--- src/pbtos_pkg.sv ---
`timescale 1ns / 1ps
package pbtos_pkg;

   localparam int BUCKET_W  = 6;
   localparam int WORD_W    = 32;
   localparam int MAT_W     = 15;
   localparam int CORNER_W  = 16;
   localparam int MCOUNT_W  = 7;
   localparam int CSR_IDX_W = 1;

   localparam logic [CSR_IDX_W-1:0] CSR_MATERIAL_COUNT = 1'b0;
   localparam logic [CSR_IDX_W-1:0] CSR_HIDE_ENABLE    = 1'b1;

   localparam logic [CORNER_W-1:0] CORNERS_PER_FAN = 16'd2;

   typedef enum logic [1:0] {
      FUNC_COUNT  = 2'd0,
      FUNC_FINISH = 2'd1,
      FUNC_PLACE  = 2'd2,
      FUNC_CLEAR  = 2'd3
   } func_type;

   typedef enum logic [0:0] {
      KIND_PLACE  = 1'b0,
      KIND_REPORT = 1'b1
   } kind_type;

   // operation broadcast along the row of cells
   typedef enum logic [2:0] {
      OP_NONE   = 3'd0,
      OP_COUNT  = 3'd1,
      OP_PLACE  = 3'd2,
      OP_CLEAR  = 3'd3,
      OP_SUM    = 3'd4,
      OP_REPORT = 3'd5
   } cell_op_type;

   typedef struct packed {
      cell_op_type         op;
      logic [BUCKET_W-1:0] sel;
      logic [CORNER_W-1:0] tris;
   } cell_ctl_type;

   typedef struct packed {
      kind_type            kind;
      logic [BUCKET_W-1:0] bucket;
      logic [WORD_W-1:0]   first_triangle;
      logic                is_hidden;
      logic [WORD_W-1:0]   bucket_triangles;
      logic [WORD_W-1:0]   bucket_offset;
      logic [WORD_W-1:0]   visible_total;
      logic                overflow;
      logic                last;
   } rsp_payload_type;

endpackage

--- src/pbtos_cell.sv ---
`timescale 1ns / 1ps
module pbtos_cell import pbtos_pkg::*; #(
   parameter int IDX = 0
) (
   input  logic              clock,
   input  logic              reset,
   input  cell_ctl_type      ctl,
   input  logic [WORD_W-1:0] chain_in,
   output logic [WORD_W-1:0] chain_out,
   output logic [WORD_W-1:0] chain_next,
   output logic [WORD_W-1:0] count_out,
   output logic [WORD_W-1:0] cursor_out,
   output logic              ovf
);

   logic [WORD_W-1:0] count_ff, count_in;
   logic [WORD_W-1:0] cursor_ff, cursor_in;
   logic [WORD_W-1:0] sum_ff, sum_in;
   logic [WORD_W-1:0] add_a, add_b, res;
   logic [WORD_W:0]   add_full;
   logic              hit;

   assign hit = (ctl.sel == BUCKET_W'(IDX));

   always_comb begin
      add_a = '0;
      add_b = '0;
      case (ctl.op)
         OP_COUNT: begin
            add_a = count_ff;
            add_b = WORD_W'(ctl.tris);
         end
         OP_PLACE: begin
            add_a = cursor_ff;
            add_b = WORD_W'(ctl.tris);
         end
         OP_SUM, OP_REPORT: begin
            add_a = chain_in;
            add_b = count_ff;
         end
         default: begin
            add_a = '0;
            add_b = '0;
         end
      endcase
      add_full = {1'b0, add_a} + {1'b0, add_b};
      // saturate at all ones
      res = add_full[WORD_W] ? '1 : add_full[WORD_W-1:0];
      ovf = hit && add_full[WORD_W];
   end

   always_comb begin
      count_in  = count_ff;
      cursor_in = cursor_ff;
      sum_in    = sum_ff;
      case (ctl.op)
         OP_CLEAR: begin
            count_in  = '0;
            cursor_in = '0;
         end
         OP_COUNT: begin
            if (hit) count_in = res;
         end
         OP_PLACE: begin
            if (hit) cursor_in = res;
         end
         OP_SUM: begin
            if (hit) sum_in = res;
         end
         OP_REPORT: begin
            if (hit) begin
               cursor_in = chain_in;
               sum_in    = res;
            end
         end
         default: begin
            count_in = count_ff;
         end
      endcase
   end

   always_ff @(posedge clock) begin
      if (reset) begin
         count_ff  <= '0;
         cursor_ff <= '0;
      end else begin
         count_ff  <= count_in;
         cursor_ff <= cursor_in;
      end
      sum_ff <= sum_in;
   end

   assign chain_out  = sum_ff;
   assign chain_next = res;
   assign count_out  = count_ff;
   assign cursor_out = cursor_ff;

endmodule

--- config.mk ---
export PLATFORM = sky130hd
export DESIGN_NAME = pbtos_cell
export DESIGN_NICKNAME = d
export VERILOG_FILES = /design/src/pbtos_pkg.sv /design/src/pbtos_cell.sv
export SDC_FILE = /design/constraint.sdc
export NUM_CORES = 1
export LEC_CHECK = 0
export ABC_AREA = 1
export BUFFER_PORTS_ARGS = -buffer_cell sky130_fd_sc_hd__buf_2
export CORE_UTILIZATION = 40
export CTS_BUF_LIST = sky130_fd_sc_hd__clkbuf_4 sky130_fd_sc_hd__clkbuf_8
export CTS_CLUSTER_SIZE = 24
export DETAILED_ROUTE_END_ITERATION = 10
export GPL_TIMING_DRIVEN = 1
export SLEW_MARGIN = 20
export SYNTH_ARGS = -nofsm -noshare
export SYNTH_HDL_FRONTEND = slang
export SYNTH_SLANG_ARGS = --single-unit
--- constraint.sdc ---
create_clock -name clock -period 6.1 [get_ports clock]
set_input_delay 1.22 -clock clock [delete_from_list [all_inputs] [get_ports clock]]
set_output_delay 1.22 -clock clock [all_outputs]
set_load 0.03 [all_outputs]
Word level (Yosys, flattened, before mapping) --
Cells that the tools add are included.
Word-level totals: word-level logic and storage cells 28, input port bits 59, output and inout port bits 129, bits in registers 96
Cells by class: reductions and logical operators 9, add/subtract/negate cells 1, multiplexer cells 7, equality and inequality tests 8
Operators by type and width (number):
- 32-bit one-hot mux with 3 select lines | 2
- 32-bit one-hot mux with 2 select lines | 2
- 32-bit two-way mux | 3
- 32-bit by 32-bit adder with 33-bit output | 1
- 3-bit by 2-bit == test with 1-bit output (second input constant) | 2
- 3-bit == test (second input constant) | 2
- 6-bit logical NOT | 1
- 2-bit inequality test (second input constant) | 3
- 2-bit AND reduction | 2
- 2-bit OR reduction | 2
- 3-bit by 1-bit == test with 1-bit output (second input constant) | 1
- 3-bit AND reduction | 1
- 3-bit nonzero test | 1
- 2-bit nonzero test | 1
- 1-bit logical AND | 1

Depth between registers and ports, before layout --
depth after elaboration 7, gate-level depth with buffers 22, gate-level depth less buffers 21

Least setup slack after synthesis --
Ideal clock, no wire load.
path kind in2out, from input port ctl[24] in the netlist's numbering, to output port chain_next[2], data required time 4.880 ns, path buffers 1, slack 1.242 ns, stages on the path 15, arrival 3.638 ns, cells stage by stage inv_2 -> nand2_1 -> nor2_1 -> clkbuf_1 -> a22oi_1 -> o21ai_0 -> ha_1 -> nand2_2 -> inv_2 -> a21oi_2 -> nand2_1 -> nand2_1 -> nand2_2 -> a21oi_4 -> o21ai_0
Between the ends: longest elaborated chain between the ends 5, elaborated cells between the ends (all ways) 10, classes of those cells add/sub (1); eq/ne (4); mux (3); reduce/logical (2)
RTL lines:
- from (decl) | line pbtos_cell.sv:7 | input cell_ctl_type ctl,
- 3-bit == test (tied with other cells) | line pbtos_cell.sv:28 | case (ctl.op)
- 2-bit OR reduction (no line)
- 32-bit one-hot mux with 3 select lines or 32-bit one-hot mux with 2 select lines (tied branches) | line pbtos_cell.sv:28
- 32-bit by 32-bit adder with 33-bit output (*) | line pbtos_cell.sv:46 | add_full = {1'b0, add_a} + {1'b0, add_b};
- 32-bit two-way mux (*) | line pbtos_cell.sv:48 | res = add_full[WORD_W] ? '1 : add_full[WORD_W-1:0];
- to (decl) | line pbtos_cell.sv:10 | output logic [WORD_W-1:0] chain_next,
Every way passes the cells marked *; elsewhere a longest branch is shown, timed or not.

Final worst setup path --
from input port ctl[22] in the netlist's numbering, to output port chain_next[2]
Same word-level chain as after synthesis.

==> out/qor.txt <==
Syn Std Cell Area: 7150 um2
hold path cells: 2
DRT iter0 DRCs: 670
R2R setup slack: 3110 ps
RSZ-0062 raised after global routing: no
chip width: 136 um
met2 wire len: 11100 um
CP Capture Type: output port
WS Path Type: in -> out
Max-Cap Viols: 0
Synth Area per Inst: 6.48 um2
final setup margin: 441 ps
DR WL met3: 1820 um
worst hold-check path type: reg -> reg
Tot GR Track Use: 0.278
Slew @ Worst Pin: 1110 ps
Max Root-Sink Buffers: 2
gp weighted congestion: 0.950
I/O pins: 188
dpl hpwl: 19100 um
final wirelength: 25500 um
Top FF cell, synth: dfxtp_1
reg2reg path depth: 15
Initial DRT Pass Iterations: 5
Final Max Slew Viols: 0
initial antenna violation count: 0
Worst Path Required: 4880 ps
Net Count, Synth: 1194
asr flop ratio synth: 0
clk sinks: 96
crit path DAT: 4440 ps
Worst IR Drop VDD: 0.0908 mV
P_leak: 4.37 nW
Worst-Skew Late Latency: 380 ps
final hold vios: 0
setup TNS: 0 ps
initial core utilization: 0.412
global-route wire length before repair: 39000 um
Num CTS Buffers: 9
dpl ws: 489 ps
hold_buf cts: 0
PostCTS Resize Cnt: 0
filler cell count: 1873
final critical-path required period: 5660 ps
reg2reg end: count_out[17]
top cells by count, synth: nand2_1, inv_1, a21oi_1
outcome: finished, final reports clean
Detail Route Antenna Nets: 0
grt total ovfl: 0
largest cells by area after synthesis: nand2_1, dfxtp_1, edfxtp_1
proportion of layout cells with a drive suffix above 1: 0.209
Seq/Total Area, Yosys: 0.314
Die H: 136 um
crit path to: chain_next[2]
Post-CTS Setup Bufs: 0
cell taking the most area after synthesis: nand2_1
Yosys top cell area share: 0.184
drt wl/cell: 17.0 um
clock-pin slew on the worst setup and hold paths: 100 ps
vias: 7879
Yosys cell types: 33
Setup violations, final: 0
Core Region: 17400 um2
port bufs: 187
R2R Path Start: cursor_out[0]
Root Buffer: clkbuf_8
PwrDens: 171 nW/um2
Seq cells post-synth: 96
top routing layer in use: met4
slew margin rel.: 0.257
# rows: 48
Synth-to-Final Area Change: 19.9%
Setup Skew: 11.6 ps
fmax: 177 MHz
# H-tree levels: 3
YS warnings: 0
EDFF count, synth: 32
CTS tree: done
number of global-route vias before repair: 7188
Final #Nets: 1365
DRC violations left: 0
critical path startpoint category: input pin
period utilization: 0.928
critical path launch point: ctl[22]
vias per cell: 5.25
Worst Path Max Fanout: 21
pin count of the biggest net entering global routing: 39
Diodes inserted: 0
M1 WL: 12000 um
die footprint: 18400 um2
Cells after Synth: 1102
count leader, synth: nand2_1
==> worst max-delay path, stage by stage <==
cell	delay, ps
buf_2	140
inv_1	150
nor3_1	80
inv_2	220
o21ai_1	140
buf_4	220
nand2_1	70
o21ai_0	150
fa_1	530
nand3_1	140
nand3_2	130
nand2_1	90
nand2_1	110
nand2_1	100
nand2_2	80
a21oi_4	160
buf_12	240
o21ai_0	230
buf_2	240
==> area by class of cell <==
cell class,instances,area (um2),area share
multi-input cells,788,4080,0.476
flip-flops and latches,96,2240,0.262
repair buffers,201,1070,0.124
inverters,177,664,0.0775
well taps,225,282,0.0329
clock buffers,10,131,0.0153
clock inverters,5,106,0.0124
==> cells by family after synthesis <==
kind of cell,Yosys count,synth area share
flops,96,0.314
buf+inv,218,0.119
fa+ha+maj,33,0.0588
compound gates,231,0.177
xor+xnor,13,0.0159
simple gates,511,0.316
==> metal layers <==
layer / vias to the layer above / GRT usage
met5: - / 0
li1: 3873 / -
met2: 303 / 0.421
met4: 0 / 0.0911
met3: 45 / 0.0456
met1: 3658 / 0.396
==> registers in the layout (all words and copies together), names as in the netlist <==
signal      flops
chain_out      32
count_out      32
cursor_out     32
==> per-stage QoR <==
stage | total power [mW] | util | area [um2] | hold WS (ps) | instances
CTS | 1.47 | 0.494 | 8570 | 486 | 1502
global placement | 0.951 | 0.480 | 8330 | 467 | 1487
global route | 1.51 | 0.494 | 8570 | 508 | 1502
floorplan | 0.856 | - | 7150 | 603 | 1102
detailed placement | 0.951 | 0.480 | 8330 | 471 | 1487
finish | 1.46 | 0.494 | 8570 | 490 | 1502
==> cells in the final DEF (no fill, tap or decap), types with 2 or more instances in the layout <==
master	instances
a21o_1	2
nor2_1	52
o21ai_0	78
nor2_2	3
nand4_1	10
a22oi_1	28
nor2_4	3
bufinv_16	3
buf_2	187
nand3_4	10
nand3_1	40
dfxtp_1	64
o211ai_1	4
and3_1	2
and2_1	7
inv_1	169
nor3_1	7
inv_2	7
nand3_2	5
buf_4	12
xor2_1	13
clkbuf_8	9
o21ai_1	2
a21oi_1	114
edfxtp_1	32
buf_12	2
nand2_1	351
nand2_2	19
ha_1	32
==> power breakdown <==
group / total, mW / internal [mW] / switching [mW]
Sequential: 0.674 / 0.668 / 0.00594
Combinational: 0.266 / 0.0791 / 0.187
Clock: 0.522 / 0.276 / 0.246
Total: 1.46 / 1.02 / 0.439
==> worst min path at each step <==
stage,start,endpoint,slack (ps)
2_1_floorplan,count_out[16],count_out[16],600
3_3_place_gp,count_out[8],count_out[8],470
3_5_place_dp,count_out[8],count_out[8],470
4_1_cts,count_out[8],count_out[8],490
5_1_grt,count_out[3],count_out[3],510
6_report,count_out[8],count_out[8],490
(Power assumes the default switching activity.)
